`src/sv/rfp_pkg.sv`:
```
// ----------------------------------------------------------------------------
// rfp_pkg
// Types, codes and helpers shared by the reader frame parser modules.
// ----------------------------------------------------------------------------
package rfp_pkg;

  localparam logic [7:0]  START_BYTE      = 8'hAA;
  localparam logic [7:0]  END_BYTE        = 8'hDD;
  localparam logic [15:0] MAX_LEN_RESET   = 16'd1000;
  localparam logic [15:0] IDLE_TICK_RESET = 16'd100;

  localparam logic [1:0] MSG_TYPE_FIRST = 2'd1;
  localparam logic [1:0] MSG_TYPE_LAST  = 2'd2;

  localparam logic [7:0] CMD_ERROR_REPLY = 8'hFF;
  localparam logic [7:0] CMD_MODULE_INFO = 8'h03;
  localparam logic [7:0] CMD_CARD_POLL   = 8'h22;
  localparam logic [7:0] ERR_COMMAND     = 8'h17;
  localparam logic [7:0] ERR_READ_FAIL   = 8'h09;
  localparam logic [7:0] ERR_NO_CARD     = 8'h15;

  typedef enum logic {
    OP_BYTE = 1'b0,
    OP_TICK = 1'b1
  } opcode_e;

  typedef enum logic [0:0] {
    CFG_MAX_LEN    = 1'b0,
    CFG_IDLE_TICKS = 1'b1
  } cfg_reg_e;

  typedef enum logic [2:0] {
    PH_HUNT,
    PH_TYPE,
    PH_CMD,
    PH_LEN_HI,
    PH_LEN_LO,
    PH_PAYLOAD,
    PH_CSUM,
    PH_END
  } phase_e;

  typedef enum logic [1:0] {
    KIND_PAYLOAD = 2'd0,
    KIND_DONE    = 2'd1,
    KIND_ABORT   = 2'd2
  } result_kind_e;

  typedef enum logic [1:0] {
    ABORT_NONE     = 2'd0,
    ABORT_BAD_TYPE = 2'd1,
    ABORT_TOO_LONG = 2'd2,
    ABORT_TIMEOUT  = 2'd3
  } abort_e;

  typedef enum logic [2:0] {
    CLS_CMD_ERROR     = 3'd0,
    CLS_READ_FAIL     = 3'd1,
    CLS_NO_CARD       = 3'd2,
    CLS_OTHER_ERROR   = 3'd3,
    CLS_MODULE_INFO   = 3'd4,
    CLS_CARD_DETECTED = 3'd5,
    CLS_UNHANDLED     = 3'd6
  } class_e;

  typedef struct packed {
    phase_e      phase;
    logic [1:0]  msg_type;
    logic [7:0]  command;
    logic [15:0] length;
    logic [15:0] count;
    logic [7:0]  sum;
    logic [7:0]  rx_sum;
    logic [23:0] head;
    logic [15:0] idle;
  } frame_state_t;

  typedef struct packed {
    result_kind_e kind;
    logic [7:0]   payload_byte;
    logic [15:0]  payload_index;
    logic [1:0]   message_type;
    logic [7:0]   command_code;
    logic [15:0]  payload_length;
    logic         checksum_ok;
    logic         end_marker_ok;
    abort_e       abort_reason;
    class_e       message_class;
    logic [7:0]   first_payload_byte;
    logic [15:0]  protocol_control;
  } result_t;

  function automatic class_e classify(input logic [7:0] cmd, input logic [7:0] first);
    class_e cls;
    cls = CLS_UNHANDLED;
    case (cmd)
      CMD_ERROR_REPLY: begin
        case (first)
          ERR_COMMAND:   cls = CLS_CMD_ERROR;
          ERR_READ_FAIL: cls = CLS_READ_FAIL;
          ERR_NO_CARD:   cls = CLS_NO_CARD;
          default:       cls = CLS_OTHER_ERROR;
        endcase
      end
      CMD_MODULE_INFO: cls = CLS_MODULE_INFO;
      CMD_CARD_POLL:   cls = CLS_CARD_DETECTED;
      default:         cls = CLS_UNHANDLED;
    endcase
    return cls;
  endfunction

endpackage

```
`src/sv/rfp_step.sv`:
```
// ----------------------------------------------------------------------------
// rfp_step
// One parser step: next frame state and optional result for one item.
// ----------------------------------------------------------------------------
module rfp_step import rfp_pkg::*; (
  input  frame_state_t state_i,
  input  logic         opcode_i,
  input  logic [7:0]   rx_byte_i,
  input  logic [15:0]  max_len_i,
  input  logic [15:0]  idle_ticks_i,
  output frame_state_t state_o,
  output logic         result_valid_o,
  output result_t      result_o
);

  logic        is_tick;
  logic [15:0] idle_inc;
  logic [15:0] idle_limit;
  logic        timeout_hit;
  logic [15:0] len_full;
  logic        bad_type;
  logic        too_long;
  logic [15:0] count_inc;
  logic [7:0]  first_byte;
  phase_e      phase_d;

  assign is_tick     = (opcode_i == OP_TICK);
  assign idle_inc    = (state_i.idle == 16'hFFFF) ? state_i.idle : state_i.idle + 16'd1;
  // A limit of zero behaves like one tick.
  assign idle_limit  = (idle_ticks_i == 16'd0) ? 16'd1 : idle_ticks_i;
  assign timeout_hit = is_tick && (state_i.phase != PH_HUNT) && (idle_inc >= idle_limit);
  assign len_full    = {state_i.length[15:8], rx_byte_i};
  assign bad_type    = (rx_byte_i == 8'd0) || (rx_byte_i > 8'd2);
  assign too_long    = (len_full > max_len_i);
  assign count_inc   = state_i.count + 16'd1;
  assign first_byte  = state_i.head[23:16];

  // Phase sequencing.
  always_comb begin
    phase_d = state_i.phase;
    if (is_tick) begin
      if (timeout_hit) begin
        phase_d = PH_HUNT;
      end
    end else begin
      case (state_i.phase)
        PH_HUNT:    phase_d = (rx_byte_i == START_BYTE) ? PH_TYPE : PH_HUNT;
        PH_TYPE:    phase_d = bad_type ? PH_HUNT : PH_CMD;
        PH_CMD:     phase_d = PH_LEN_HI;
        PH_LEN_HI:  phase_d = PH_LEN_LO;
        PH_LEN_LO: begin
          if (too_long) begin
            phase_d = PH_HUNT;
          end else begin
            phase_d = (len_full == 16'd0) ? PH_CSUM : PH_PAYLOAD;
          end
        end
        PH_PAYLOAD: phase_d = (count_inc >= state_i.length) ? PH_CSUM : PH_PAYLOAD;
        PH_CSUM:    phase_d = PH_END;
        PH_END:     phase_d = PH_HUNT;
        default:    phase_d = PH_HUNT;
      endcase
    end
  end

  // Held header, sums and result.
  always_comb begin
    state_o        = state_i;
    result_valid_o = 1'b0;
    result_o       = '0;
    if (is_tick) begin
      if (state_i.phase != PH_HUNT) begin
        state_o.idle = idle_inc;
      end
      if (timeout_hit) begin
        state_o.idle          = 16'd0;
        result_valid_o        = 1'b1;
        result_o.kind         = KIND_ABORT;
        result_o.abort_reason = ABORT_TIMEOUT;
      end
    end else begin
      state_o.idle = 16'd0;
      case (state_i.phase)
        PH_HUNT: begin
          if (rx_byte_i == START_BYTE) begin
            state_o.msg_type = 2'd0;
            state_o.command  = 8'd0;
            state_o.length   = 16'd0;
            state_o.count    = 16'd0;
            state_o.sum      = 8'd0;
            state_o.rx_sum   = 8'd0;
            state_o.head     = 24'd0;
          end
        end
        PH_TYPE: begin
          if (bad_type) begin
            result_valid_o        = 1'b1;
            result_o.kind         = KIND_ABORT;
            result_o.abort_reason = ABORT_BAD_TYPE;
          end else begin
            state_o.msg_type = rx_byte_i[1:0];
            state_o.sum      = rx_byte_i;
          end
        end
        PH_CMD: begin
          state_o.command = rx_byte_i;
          state_o.sum     = state_i.sum + rx_byte_i;
        end
        PH_LEN_HI: begin
          state_o.length = {rx_byte_i, 8'd0};
          state_o.sum    = state_i.sum + rx_byte_i;
        end
        PH_LEN_LO: begin
          state_o.length = len_full;
          state_o.sum    = state_i.sum + rx_byte_i;
          if (too_long) begin
            result_valid_o        = 1'b1;
            result_o.kind         = KIND_ABORT;
            result_o.abort_reason = ABORT_TOO_LONG;
          end
        end
        PH_PAYLOAD: begin
          result_valid_o         = 1'b1;
          result_o.kind          = KIND_PAYLOAD;
          result_o.payload_byte  = rx_byte_i;
          result_o.payload_index = state_i.count;
          case (state_i.count)
            16'd0:   state_o.head[23:16] = rx_byte_i;
            16'd1:   state_o.head[15:8]  = rx_byte_i;
            16'd2:   state_o.head[7:0]   = rx_byte_i;
            default: state_o.head        = state_i.head;
          endcase
          state_o.sum   = state_i.sum + rx_byte_i;
          state_o.count = count_inc;
        end
        PH_CSUM: begin
          state_o.rx_sum = rx_byte_i;
        end
        PH_END: begin
          result_valid_o              = 1'b1;
          result_o.kind               = KIND_DONE;
          result_o.message_type       = state_i.msg_type;
          result_o.command_code       = state_i.command;
          result_o.payload_length     = state_i.length;
          result_o.checksum_ok        = (state_i.sum == state_i.rx_sum);
          result_o.end_marker_ok      = (rx_byte_i == END_BYTE);
          result_o.message_class      = classify(state_i.command, first_byte);
          result_o.first_payload_byte = first_byte;
          result_o.protocol_control   = state_i.head[15:0];
        end
        default: begin
          state_o = state_i;
        end
      endcase
    end
    state_o.phase = phase_d;
  end

endmodule

```
`src/sv/rfid_reader_frame_parser.sv`:
```
// ----------------------------------------------------------------------------
// rfid_reader_frame_parser
// Byte-serial reader frame parser with payload streaming and frame reports.
// ----------------------------------------------------------------------------
// Usage:
// The input channel carries one item per transfer: a received byte
// (opcode_i = 0) or one idle tick (opcode_i = 1). The output channel gives
// at most one result per item: a payload byte with its index, a frame
// completion report, or an abort. Both channels transfer when valid is high
// and stall is low. Configuration writes use cfg_valid_i/cfg_ready_o with a
// register index (0 max payload length, 1 idle timeout); cfg_ready_o is
// always high, and writes to other indexes are dropped.
// Throughput is one item per cycle while the receiver does not stall. An
// item goes into an input register, is parsed from there, and its result
// is written to the output register, where the receiver can take it.
// When the receiver stalls, the waiting result holds; the input register
// still takes one more item, and items that give no result keep being
// parsed. Reset clears the parser back to hunting for a start byte and
// loads the register defaults (1000 bytes, 100 ticks).
module rfid_reader_frame_parser import rfp_pkg::*; (
  input  logic        clk_i,
  input  logic        rst_ni,
  input  logic        cfg_valid_i,
  output logic        cfg_ready_o,
  input  logic [1:0]  cfg_index_i,
  input  logic [15:0] cfg_data_i,
  input  logic        in_valid_i,
  output logic        in_stall_o,
  input  logic        opcode_i,
  input  logic [7:0]  rx_byte_i,
  output logic        out_valid_o,
  input  logic        out_stall_i,
  output logic [1:0]  result_kind_o,
  output logic [7:0]  payload_byte_o,
  output logic [15:0] payload_index_o,
  output logic [1:0]  message_type_o,
  output logic [7:0]  command_code_o,
  output logic [15:0] payload_length_o,
  output logic        checksum_ok_o,
  output logic        end_marker_ok_o,
  output logic [1:0]  abort_reason_o,
  output logic [2:0]  message_class_o,
  output logic [7:0]  first_payload_byte_o,
  output logic [15:0] protocol_control_o
);

  logic [15:0]  max_len_q;
  logic [15:0]  idle_ticks_q;
  logic         in_valid_q;
  logic         in_op_q;
  logic [7:0]   in_byte_q;
  frame_state_t state_q;
  frame_state_t state_d;
  logic         res_valid;
  result_t      res;
  logic         out_valid_q;
  result_t      out_q;
  logic         step_go;
  logic         in_xfer;

  assign cfg_ready_o = 1'b1;

  always_ff @(posedge clk_i or negedge rst_ni) begin
    if (!rst_ni) begin
      max_len_q    <= MAX_LEN_RESET;
      idle_ticks_q <= IDLE_TICK_RESET;
    end else if (cfg_valid_i && cfg_ready_o) begin
      if (cfg_index_i == {1'b0, CFG_MAX_LEN}) begin
        max_len_q <= cfg_data_i;
      end else if (cfg_index_i == {1'b0, CFG_IDLE_TICKS}) begin
        idle_ticks_q <= cfg_data_i;
      end
    end
  end

  rfp_step u_step (
    .state_i       (state_q),
    .opcode_i      (in_op_q),
    .rx_byte_i     (in_byte_q),
    .max_len_i     (max_len_q),
    .idle_ticks_i  (idle_ticks_q),
    .state_o       (state_d),
    .result_valid_o(res_valid),
    .result_o      (res)
  );

  // The held item is parsed unless it has a result and the output is blocked.
  assign step_go    = in_valid_q && (!res_valid || !out_valid_q || !out_stall_i);
  assign in_stall_o = in_valid_q && !step_go;
  assign in_xfer    = in_valid_i && !in_stall_o;

  always_ff @(posedge clk_i or negedge rst_ni) begin
    if (!rst_ni) begin
      in_valid_q <= 1'b0;
    end else if (in_xfer) begin
      in_valid_q <= 1'b1;
    end else if (step_go) begin
      in_valid_q <= 1'b0;
    end
  end

  always_ff @(posedge clk_i) begin
    if (in_xfer) begin
      in_op_q   <= opcode_i;
      in_byte_q <= rx_byte_i;
    end
  end

  always_ff @(posedge clk_i or negedge rst_ni) begin
    if (!rst_ni) begin
      state_q <= '0;
    end else if (step_go) begin
      state_q <= state_d;
    end
  end

  always_ff @(posedge clk_i or negedge rst_ni) begin
    if (!rst_ni) begin
      out_valid_q <= 1'b0;
    end else if (step_go && res_valid) begin
      out_valid_q <= 1'b1;
    end else if (!out_stall_i) begin
      out_valid_q <= 1'b0;
    end
  end

  always_ff @(posedge clk_i) begin
    if (step_go && res_valid) begin
      out_q <= res;
    end
  end

  assign out_valid_o          = out_valid_q;
  assign result_kind_o        = out_q.kind;
  assign payload_byte_o       = out_q.payload_byte;
  assign payload_index_o      = out_q.payload_index;
  assign message_type_o       = out_q.message_type;
  assign command_code_o       = out_q.command_code;
  assign payload_length_o     = out_q.payload_length;
  assign checksum_ok_o        = out_q.checksum_ok;
  assign end_marker_ok_o      = out_q.end_marker_ok;
  assign abort_reason_o       = out_q.abort_reason;
  assign message_class_o      = out_q.message_class;
  assign first_payload_byte_o = out_q.first_payload_byte;
  assign protocol_control_o   = out_q.protocol_control;

endmodule

```
`config.mk`:
```
export PLATFORM = sky130hd
export DESIGN_NAME = rfid_reader_frame_parser
export DESIGN_NICKNAME = d
export VERILOG_FILES = /design/src/sv/rfp_pkg.sv /design/src/sv/rfp_step.sv /design/src/sv/rfid_reader_frame_parser.sv
export SDC_FILE = /design/constraint.sdc
export NUM_CORES = 1
export LEC_CHECK = 0
export ABC_CLOCK_PERIOD_IN_PS = 21400
export BUFFER_PORTS_ARGS = -buffer_cell sky130_fd_sc_hd__buf_4
export CORE_MARGIN = 1.5
export CORE_UTILIZATION = 35
export CTS_BUF_LIST = sky130_fd_sc_hd__clkbuf_2
export DETAILED_ROUTE_END_ITERATION = 10
export GPL_TIMING_DRIVEN = 0
export HOLD_SLACK_MARGIN = 0.02
export PLACE_DENSITY_LB_ADDON = 0.3
export SLEW_MARGIN = 20
export SYNTH_ARGS = -nofsm -noshare
export SYNTH_HDL_FRONTEND = slang
export SYNTH_SLANG_ARGS = --single-unit
```
`constraint.sdc`:
```
create_clock -name clk_i -period 21.4 [get_ports clk_i]
set_input_delay 1.07 -clock clk_i [delete_from_list [all_inputs] [get_ports clk_i]]
set_output_delay 1.07 -clock clk_i [all_outputs]
set_load 0.02 [all_outputs]
```
==> key figures, run 1 <==
Routing
  – DRC violations left: 0
  – WL per Instance: 17.0 um
  – Antenna viol nets, final: 0
  – Final WL: between 20000 and 30000 um
  – Vias: between 8000 and 9000
  – Detailed Routing Iterations Pass 1: 7
  – 1st-iter DRT viols: between 500 and 600
  – Via-to-Cell Ratio: about 5.0

Critical path
  – Type of origin of the critical path: flip-flop
  – Critical path buffers and inverters: 3
  – Arr. time, crit path: 5360 ps
  – Worst-path fanout max: 10
  – Worst path cell trace: nand4_1, nor3_1, nand3_1, nand4_1, xnor2_1, ha_1, o2111ai_1, a311o_1, a21oi_1, o211ai_1, o211a_1, buf_6, buf_6, nor3_1, buf_4
  – Worst setup path class: reg2out
  – CP required: approximately 20000 ps
  – CP max stage cell: nor3_1
  – Flop2flop setup slack: roughly 16000 ps
  – Setup crit start: state_q[3]
  – Top delay family on crit path: simple AND/OR/NAND/NOR gates
  – Crit end category: output port
  – Reg2Reg Depth: 15
  – RR Endpoint: in_byte_q[0]
  – Worst r2r src: state_q[3]
  – Largest stage delay on the critical path: between 500 and 600 ps

GRT
  – Largest net degree at the start of global routing: 86
  – Vias in the first global route: 8661
  – Met1 global-route usage: 0.233
  – Global Route Usage Sum: 0.176
  – Gr ovfl total: 0
  – GR Layer Usage met2: 0.289
  – Initial antenna violation count: 2
  – First-pass GRT wire length: around 47000 um
  – Grt peak-use layer: met2
  – Met3 usage: 0.0317

Clock network
  – Clock latency at the later pin of the worst-skew pair: a little under 900 ps
  – Worst-case clock buffer depth: 3
  – Total CTS buffers: 61
  – Clk sinks: 227
  – Maximum level of the CTS H-tree: 2
  – Root buffer cell: clkbuf_2
  – Post-CTS setup buffer count: 0
  – CTS tree: yes
  – Clock slew at reported path FFs: 100 ps

Die
  – Chip Width: ~190 um
  – IO Pins: 118
  – Die area: between 0.03 and 0.04 mm^2
  – Rows: 66
  – Core area: approximately 0.033 mm^2
  – Initial Util: 0.358
  – Die H: 186 um

Timing
  – # setup viols final: 0
  – Tightest Pin Transition: between 900 and 1000 ps
  – RSZ-0062 raised after global routing: false
  – Clock Skew: approximately 41 ps
  – TNS Setup: 0 ps
  – Ratio of final minimum period to clock period: 0.300
  – Max Slew Vio Count: 0
  – Worst slew margin: 0.366
  – Crit path time final: 6430 ps
  – Max Clk Rate: around 160 MHz
  – Fin. Hold Viols: 0

Cells and area
  – Area of the multi-input gates: ~0.0051 mm^2
  – Final Cell Area: roughly 0.014 mm^2
  – Final core utilization: 0.422
  – Fin nets: about 1300
  – Area Overhead vs Synth: 17.9%
  – Fin cells: approximately 1800
  – Layout cells sized above 1: 0.239
  – Fillers: approximately 3200
  – Register area: about 0.0062 mm^2

Logic synthesis
  – Ys Warns: 0
  – Netlist cell types: around 70
  – Synth Flop Type: dfrtp_1
  – Synthesized area per cell: 10.9 um^2
  – Cells after synthesis: around 1100
  – Seq/Total Area, Yosys: 0.526
  – #FFs+latches synth: 227
  – Post-synthesis cell area: 0.0117 mm^2
  – Asr flop ratio synth: 0.595
  – Post-synth EDFFs: between 90 and 100
  – Mapped Nets: between 1000 and 1500

Pwr
  – Power Total: 0.00140 W
  – Net Sw Frac: 0.394
  – P_sw: roughly 0.00055 W
  – Pwr dens: a little over 100 mW/mm^2
  – Power share of the sequential group: 0.431
  – Combinational share of power: 0.358
  – Clock share of power: 0.211
  – Maximum vdd ir drop: ~0.035 mV
  – Cell internal pwr: approximately 0.00085 W
  – Leak Pwr: 6.12 nW

Worst hold path
  – Min-Delay Path Depth: 1
  – Hold Path Sink: in_byte_q[6]
  – Hold_sp: rx_byte_i[6]
  – Hold Crit Class: in2reg

Run
  – Max Cap Viol: 0

Placement
  – DP Area: approximately 0.013 mm^2
  – Placer Congestion: just under 0.9
  – Placed cells: between 1500 and 2000
  – IO buf count: between 100 and 150
  – Dpl hpwl: roughly 22000 um

Status
  – Outcome: finished, final reports clean
## layout make-up
class                   instances  area share
plain buffers                  47      0.0155
well taps                     442      0.0401
repair buffers                121      0.0712
clock inverters                28     0.00816
clock buffers                  88      0.0319
inverters                      75      0.0204
diodes                          1    0.000181
flip-flops and latches        227       0.446
multi-input cells             723       0.367
## power by group through the flow
| stage | combinational (W) | clock, W | sequential [W] |
|---|---|---|---|
| detailed placement | 0.000498 | 0 | 0.000613 |
| CTS | 0.000501 | 0.000309 | 0.000604 |
| floorplan | 0.000330 | 0 | 0.000615 |
| global route | 0.000558 | 0.000334 | 0.000614 |
| global placement | 0.000481 | 0 | 0.000615 |
| finish | 0.000502 | 0.000296 | 0.000604 |
## logic make-up (layout without fill, tap and decap cells)
| kind of cell | count (synthesis) | count (layout) | share of synthesized area |
|---|---|---|---|
| buffers and inverters | 122 | 359 | 0.0423 |
| xor gates and xnor gates | 43 | 43 | 0.0322 |
| adders and majority gates | 61 | 61 | 0.0658 |
| DFF | 227 | 227 | 0.526 |
| AOI/OAI and AO/OA | 164 | 164 | 0.0944 |
| muxes | 82 | 82 | 0.0770 |
| other | 1 | 2 | 0.000320 |
| and+or+nand+nor | 372 | 372 | 0.162 |
## Yosys cell counts (all sizes together), types with 3 or more instances
master | count | area share
mux2 | 61 | 0.059
nor4 | 15 | 0.0093
nand4 | 14 | 0.0075
a211o | 3 | 0.0022
a22o | 6 | 0.0045
or3 | 7 | 0.0037
buf | 11 | 0.0064
o2111ai | 3 | 0.0022
nand2b | 3 | 0.0016
dfrtp | 126 | 0.27
o21bai | 4 | 0.0026
and2 | 40 | 0.021
o211ai | 7 | 0.0049
a21o | 7 | 0.0045
nand3b | 3 | 0.0019
and3 | 25 | 0.013
a31oi | 6 | 0.0032
o31ai | 5 | 0.0032
nand3 | 41 | 0.018
xor2 | 14 | 0.010
o21a | 5 | 0.0032
and4 | 3 | 0.0022
inv | 75 | 0.024
edfxtp | 92 | 0.24
nand4b | 3 | 0.0022
a211oi | 8 | 0.0051
nor3 | 32 | 0.015
nor2 | 47 | 0.015
dfstp | 9 | 0.020
ha | 60 | 0.064
a21oi | 34 | 0.015
o21ai | 58 | 0.030
nor2b | 11 | 0.0059
clkbuf | 36 | 0.012
nand2 | 116 | 0.037
xnor2 | 29 | 0.022
mux2i | 21 | 0.018
## metal layers
| metal | vias up | routed length, um | part of all wire |
|---|---|---|---|
| li1 | 4233 | - | - |
| met1 | 4273 | 13700 | 0.46 |
| met2 | 249 | 14000 | 0.47 |
| met3 | 50 | 1440 | 0.048 |
| met4 | 0 | 604 | 0.020 |
| met5 | - | 0 | 0 |
## stage by stage
| step | setup WS [ps] | hold WS (ps) |
|---|---|---|
| after CTS | 14850 | 252 |
| after global placement | 12240 | 469 |
| final | 14970 | 360 |
| after floorplan | 14460 | 442 |
| after global routing | 14360 | 249 |
| after detailed placement | 15850 | 477 |
## state kept, by name, indices dropped and copies added (netlist names), 16 cells and up
| name | flops |
|---|---|
| idle_ticks_q | 16 |
| max_len_q | 16 |
| payload_index_o | 16 |
| payload_length_o | 16 |
| protocol_control_o | 16 |
| state_q | 101 |
## how the worst max path moves through the flow
stage,to,slack [ps],depth (start not counted)
after detailed placement,in_stall_o,15850,15
after floorplan,abort_reason_o[0],14460,14
after global routing,in_stall_o,14360,16
after CTS,in_stall_o,14850,15
after global placement,end_marker_ok_o,12240,13
final,in_stall_o,14970,15
## worst reg2reg max path: cells and delay by family, from the launching register on
family | cells | cell delay [ps]
compound gates | 5 | 1150
fa+ha+maj | 1 | 290
xor+xnor | 1 | 200
buf+inv | 2 | 320
simple gates | 6 | 2270
flops | 1 | 460
## cell usage in the layout, fill, tap and decap left out, types with 11 or more instances in the layout
cell type  instances
inv_1             75
clkinv_1          21
nor2_1            46
nand2_1          116
nand4_1           14
buf_4            119
clkbuf_1          33
dfrtp_1          126
nand3_1           41
ha_1              60
edfxtp_1          92
mux2i_1           21
clkbuf_2          91
o21ai_0           52
xor2_1            14
a21oi_1           33
nor3_1            30
nor4_1            14
and2_1            40
nor2b_1           11
and3_1            25
xnor2_1           29
mux2_2            59
## timing repair
action,CTS,global route
hold buffers,1,0
endpoints found under the hold margin,5,0
resized for setup,0,0
Note: power is estimated with default switching activity, not from simulation.
==> inputs of run 2 (changes only) <==
- ABC_CLOCK_PERIOD_IN_PS: 21400 -> 6500
- clock period: 21.4 -> 6.5 ns (I/O delays scaled with it)
==> run 2 against run 1 <==
  * Total power rose to 3.3 times the previous value
  * Worst hold slack got worse by 180 ps
  * Clock skew grew 48 ps
  * Critical path depth up 1
  * Cell count up 3.1%
  * Largest power group unchanged
==> key figures, run 2 (synthesis gave the netlist of run 1 again) <==
Status
  – Outcome: finished, final reports clean

Timing
  – # setup viols final: 0
  – Ratio of final minimum period to clock period: 0.865
  – Max Slew Vio Count: 0
  – TNS Setup: 0 ps
  – RSZ-0062 raised after global routing: false
  – Hold Slack: ~180 ps
  – Max Clk Rate: around 180 MHz
  – Fin. Hold Viols: 0
  – Tightest Pin Transition: between 900 and 1000 ps
  – Worst slew margin: 0.357
  – Clock Skew: between 80 and 90 ps
  – Crit path time final: 5620 ps
  – Final WS setup: between 800 and 900 ps

Pwr
  – Cell internal pwr: ~0.0029 W
  – Net Sw Frac: 0.393
  – Power share of the sequential group: 0.423
  – Pwr dens: 326 mW/mm^2
  – Leak Pwr: roughly 6.3 nW
  – Maximum vdd ir drop: around 0.13 mV
  – Clock share of power: 0.216
  – P_sw: 0.00185 W
  – Combinational share of power: 0.361

Die
  – Chip Width: ~190 um
  – Initial Util: 0.358
  – Rows: 66
  – Die H: about 190 um
  – Core area: around 0.033 mm^2
  – Die area: 0.0346 mm^2
  – IO Pins: roughly 120

GRT
  – Gr ovfl total: 0
  – Initial antenna violation count: 1
  – Vias in the first global route: approximately 9000
  – Largest net degree at the start of global routing: 63
  – Global Route Usage Sum: 0.181
  – First-pass GRT wire length: 48200 um

Critical path
  – Crit end category: output port
  – Critical path buffers and inverters: 3
  – Cell depth of the worst setup path: 16
  – Type of origin of the critical path: flip-flop
  – RR Endpoint: in_byte_q[0]
  – Top delay family on crit path: simple AND/OR/NAND/NOR gates
  – Arr. time, crit path: ~5300 ps
  – Reg2Reg Depth: 16
  – CP required: about 6200 ps
  – Worst path cell trace: ha_1, nand2_1, nor3_1, nand3_1, nand4_1, xnor2_1, ha_1, o2111ai_1, a311o_1, a21oi_1, o211ai_1, o211a_1, buf_6, buf_6, nor3_1, buf_4
  – Setup crit start: state_q[0]
  – CP max stage cell: nor3_1
  – Largest stage delay on the critical path: between 400 and 500 ps
  – Worst-path fanout max: 10
  – Crit path capture: in_stall_o
  – Flop2flop setup slack: 1450 ps
  – Worst r2r src: state_q[0]
  – Worst setup path class: reg2out

Cells and area
  – Layout cells sized above 1: 0.230
  – Most common cell after layout, fill and taps aside: dfrtp_1
  – Most flop-heavy register: state_q
  – Commonest non-fill, non-tap cells in the layout: 126 x dfrtp_1, 119 x buf_4, 116 x nand2_1, 92 x edfxtp_1, 83 x clkbuf_2
  – Fillers: about 3200
  – Fin cells: about 1800
  – Area Overhead vs Synth: 23.2%
  – Fin nets: around 1400
  – Largest register FFs: about 100

Placement
  – Setup Slack @ Placement: 1510 ps
  – Dpl hpwl: roughly 22000 um
  – Placer Congestion: 0.905
  – IO buf count: approximately 120
  – Placed cells: approximately 1600

Clock network
  – Total CTS buffers: 60
  – Clock slew at reported path FFs: 140 ps
  – CTS tree: yes
  – Hold buffers post-CTS: 57
  – Clock latency at the later pin of the worst-skew pair: slightly above 900 ps
  – Maximum level of the CTS H-tree: 2
  – Post-CTS setup buffer count: 0
  – Number of gates resized after CTS: 0
  – Worst-case clock buffer depth: 3
  – Clk sinks: 227
  – Root buffer cell: clkbuf_2

Routing
  – Vias: about 9100
  – DRC violations left: 0
  – Final WL: 30600 um
  – 1st-iter DRT viols: just under 800
  – Via-to-Cell Ratio: just over 5
  – WL per Instance: between 15 and 20 um
  – Detailed Routing Iterations Pass 1: 5
  – Antenna viol nets, final: 0

Run
  – Max Cap Viol: 0

Worst hold path
  – Hold Crit Class: in2reg
## run 2: cell count changes in the layout (fill, tap and decap cells not counted)
cell / delta
dlygate4sd3_1: +55
clkinv_1: -2
inv_2: -1
buf_16: +2
buf_12: -1
inv_6: +1
buf_8: +1
clkbuf_2: -8
bufinv_16: +1
clkinv_2: +6
## run 2: stage by stage
step           instance area, um^2   util  power (W)
6_report                     14400  0.441    0.00470
2_1_floorplan                11700      -    0.00311
3_5_place_dp                 13300  0.406    0.00365
5_1_grt                      14400  0.441    0.00504
4_1_cts                      14400  0.441    0.00472
3_3_place_gp                 13100  0.402    0.00360
## run 2: power by group through the flow
| stage | registers [W] | clock network (W) | logic [W] |
|---|---|---|---|
| after floorplan | 0.00202 | 0 | 0.00109 |
| after global placement | 0.00202 | 0 | 0.00158 |
| after detailed placement | 0.00201 | 0 | 0.00164 |
| after CTS | 0.00198 | 0.00105 | 0.00169 |
| after global routing | 0.00202 | 0.00114 | 0.00188 |
| final | 0.00198 | 0.00102 | 0.00170 |
## run 2: cell type report
type                    instances  area [um^2]  share of cell area
inverters                      75          282              0.0195
clock buffers                  80          400              0.0278
plain buffers                  47          214              0.0148
repair buffers                178         1580               0.110
clock inverters                33          170              0.0118
multi-input cells             723         5070               0.351
flip-flops and latches        227         6150               0.427
well taps                     442          553              0.0383
diodes                          1         2.50            0.000173
## run 2: worst register-to-register path, delay by kind of cell, from the launching register on
family          cells  cell delay [ps]
compound gates      4             1120
xor+xnor            1              180
flops               1              400
buf+inv             2              320
fa+ha+maj           2              530
simple gates        7             2050
## run 2: how the worst min path moves through the flow
stage	startpoint	endpoint	cells past startpoint
2_1_floorplan	rst_ni	idle_ticks_q[0]	0
3_3_place_gp	state_q[47]	state_q[47]	2
3_5_place_dp	rst_ni	idle_ticks_q[0]	1
4_1_cts	rx_byte_i[6]	in_byte_q[6]	2
5_1_grt	rx_byte_i[6]	in_byte_q[6]	2
6_report	rx_byte_i[6]	in_byte_q[6]	2
## run 2: per-layer routing
| metal | GRT usage | part of all wire | vias up |
|---|---|---|---|
| met3 | 0.0338 | 0.062 | 76 |
| met1 | 0.232 | 0.44 | 4374 |
| met4 | 0.0810 | 0.035 | 0 |
| li1 | - | - | 4363 |
| met2 | 0.296 | 0.47 | 317 |
| met5 | 0 | 0 | - |
==> inputs of run 3 (changes only) <==
- ABC_AREA: default -> 1
- CORE_UTILIZATION: 35 -> 62
==> run 3 against run 2 <==
  * Setup slack gained 680 ps
  * Sequential share of layout area shrank 0.57 points
  * Cell count increased by 9.5%
  * Global-route usage is 13 points higher
  * Count of clock-buffer cells in the layout grew 10
  * Fmax rose by 14%
  * Sequential power down 21%
  * Die area down 39%
  * Final area increased by 1.4%
  * Synthesized cell count grew 36%
  * Register-to-register slack improved by 700 ps
  * Synthesized area grew 6.9%
  * Critical path type unchanged
  * Critical endpoint unchanged
==> key figures, run 3 <==
Logic synthesis
  – Post-synth EDFFs: ~90
  – Mapped Nets: 1549
  – Top cell type's share of synthesized area: 0.252
  – Cells after synthesis: between 1000 and 1500
  – Synth Area in XOR/XNOR: 0.0203
  – Synth top area cells: dfrtp_1 25%, edfxtp_1 22%, nand2_1 10%, nand4_1 6.1%, ha_1 6.0%
  – Cell taking the most area after synthesis: dfrtp_1
  – Synth Area in Simple Gates: 0.286
  – Ys Warns: 0
  – Main combinational cell family by area after synthesis: simple AND/OR/NAND/NOR gates
  – Seq/Total Area, Yosys: 0.492
  – Synth cell count leaders: 344 x nand2_1, 196 x nor2_1, 191 x inv_1
  – Synth Flop Type: dfrtp_1
  – Post-synthesis cell area: 0.0125 mm^2
  – #FFs+latches synth: approximately 230
  – Post-synthesis adder-cell area fraction: 0.0616
  – Synthesized area per cell: approximately 8.6 um^2
  – Asr flop ratio synth: 0.595
  – Most common cell in the synthesized netlist: nand2_1
  – Complex-gate fraction of the synthesized area: 0.0505
  – Post-synthesis mux area share: 0
  – Netlist cell types: 58

Cells and area
  – Most common cell after layout, fill and taps aside: nand2_1
  – Largest register FFs: between 100 and 150
  – Layout cells sized above 1: 0.172
  – Final core utilization: 0.744
  – Fin nets: around 1800
  – Commonest non-fill, non-tap cells in the layout: 344 x nand2_1, 196 x nor2_1, 190 x inv_1, 126 x dfrtp_1, 123 x nand4_1
  – Area Overhead vs Synth: 16.8%
  – Fin cells: ~2000
  – Fillers: roughly 1500
  – Most flop-heavy register: state_q

Timing
  – Crit path time final: 4940 ps
  – Tightest Pin Transition: 870 ps
  – Hold Slack: about 45 ps
  – TNS Setup: 0 ps
  – # setup viols final: 0
  – Ratio of final minimum period to clock period: 0.761
  – Worst slew margin: 0.420
  – RSZ-0062 raised after global routing: false
  – Fin. Hold Viols: 0
  – Max Slew Vio Count: 0
  – Max Clk Rate: 202 MHz
  – Clock Skew: 48.5 ps

Routing
  – 1st-iter DRT viols: 957
  – Via-to-Cell Ratio: between 5 and 6
  – Antenna viol nets, final: 0
  – Vias: around 11000
  – Detailed Routing Iterations Pass 1: 6
  – Final WL: 32400 um
  – DRC violations left: 0
  – WL per Instance: around 16 um

Critical path
  – Worst setup path class: reg2out
  – Worst r2r src: state_q[0]
  – Type of origin of the critical path: flip-flop
  – Reg2Reg Depth: 20
  – Arr. time, crit path: roughly 4600 ps
  – Worst-path fanout max: 10
  – Crit end category: output port
  – RR Endpoint: payload_index_o[4]
  – Flop2flop setup slack: about 2200 ps
  – CP required: between 6000 and 7000 ps

Run
  – Max Cap Viol: 0

Die
  – Initial Util: 0.637
  – Rows: between 50 and 60
  – Die H: 145 um
  – Chip Width: between 100 and 150 um
  – Die area: ~0.021 mm^2
  – IO Pins: between 100 and 150
  – Core area: about 0.020 mm^2

GRT
  – Gr ovfl total: 0
  – Vias in the first global route: about 11000
  – Initial antenna violation count: 1
  – Largest net degree at the start of global routing: 81
  – First-pass GRT wire length: 52700 um
  – Global Route Usage Sum: 0.309

Clock network
  – Clk sinks: between 200 and 250
  – Root buffer cell: clkbuf_2
  – Clock slew at reported path FFs: about 110 ps
  – CTS tree: yes
  – Post-CTS setup buffer count: 0
  – Hold buffers post-CTS: 32
  – Maximum level of the CTS H-tree: 2
  – Clock latency at the later pin of the worst-skew pair: between 800 and 900 ps
  – Worst-case clock buffer depth: 3
  – Total CTS buffers: 56
  – Number of gates resized after CTS: 0

Pwr
  – Power Total: roughly 0.0028 W
  – Leak Pwr: between 7 and 8 nW
  – Pwr dens: about 190 mW/mm^2
  – Maximum vdd ir drop: about 0.14 mV

Status
  – Outcome: finished, final reports clean

Placement
  – Placed cells: 1839
  – Dpl hpwl: 22700 um
  – Placer Congestion: around 0.94
  – IO buf count: 116

Worst hold path
  – Hold Crit Class: in2async
run 3: layout make-up:
type                    instances  area [um^2]  share of cell area
diodes                          1         2.50            0.000171
plain buffers                  55          340              0.0233
clock buffers                  90          450              0.0308
clock inverters                16         63.8             0.00436
inverters                     206          781              0.0534
multi-input cells             968         5250               0.359
flip-flops and latches        227         6150               0.421
well taps                     265          332              0.0227
repair buffers                150         1250              0.0858
run 3: how the worst max path moves through the flow:
stage | from | end | slack (ps)
2_1_floorplan | state_q[0] | abort_reason_o[0] | 1690
3_3_place_gp | state_q[0] | payload_index_o[12] | 690
3_5_place_dp | state_q[0] | payload_index_o[13] | 2240
4_1_cts | state_q[0] | in_stall_o | 1580
5_1_grt | state_q[0] | in_stall_o | 1180
6_report | state_q[0] | in_stall_o | 1560
run 3: metal layers:
layer | track usage | wire (um)
met4 | 0.108 | 919
met3 | 0.0550 | 2700
met1 | 0.410 | 13500
met2 | 0.514 | 15300
met5 | 0 | 0
run 3: worst max-delay path: stages, from the launching register on:
cell     delay (ps)
dfrtp_1         500
ha_1            260
nand2_1          90
nor2_2          160
nand3_1         110
nor2_1          140
nand2_1         160
nor2_4          210
nor2_1           80
xnor2_1         220
inv_1            80
ha_1            300
nand2_1          80
nor3_2          220
nand3_1         100
nand3_1         110
nand3_1         160
nand2_2         200
nand2_8         130
buf_12          180
nor2_2          140
buf_4           160
run 3: kinds of logic after synthesis:
logic type / after synthesis
buf+inv: 261
flops: 227
other cells: 1
compound gates: 107
simple gates: 770
fa+ha+maj: 61
xor+xnor: 29
run 3: power by group:
part | total (W) | switching (W) | leakage (nW) | internal (W)
Clock | 0.000947 | 0.000580 | 0.411 | 0.000366
Combinational | 0.000271 | 0.000174 | 4.06 | 0.0000975
Sequential | 0.00157 | 0.0000384 | 2.81 | 0.00153
Total | 0.00279 | 0.000793 | 7.28 | 0.00199
run 3: per-stage QoR:
stage	instance area (um^2)	setup WS, ps
after floorplan	12500	1690
final	14600	1560
after CTS	14600	1580
after detailed placement	13800	2240
after global placement	13700	686
after global routing	14600	1180
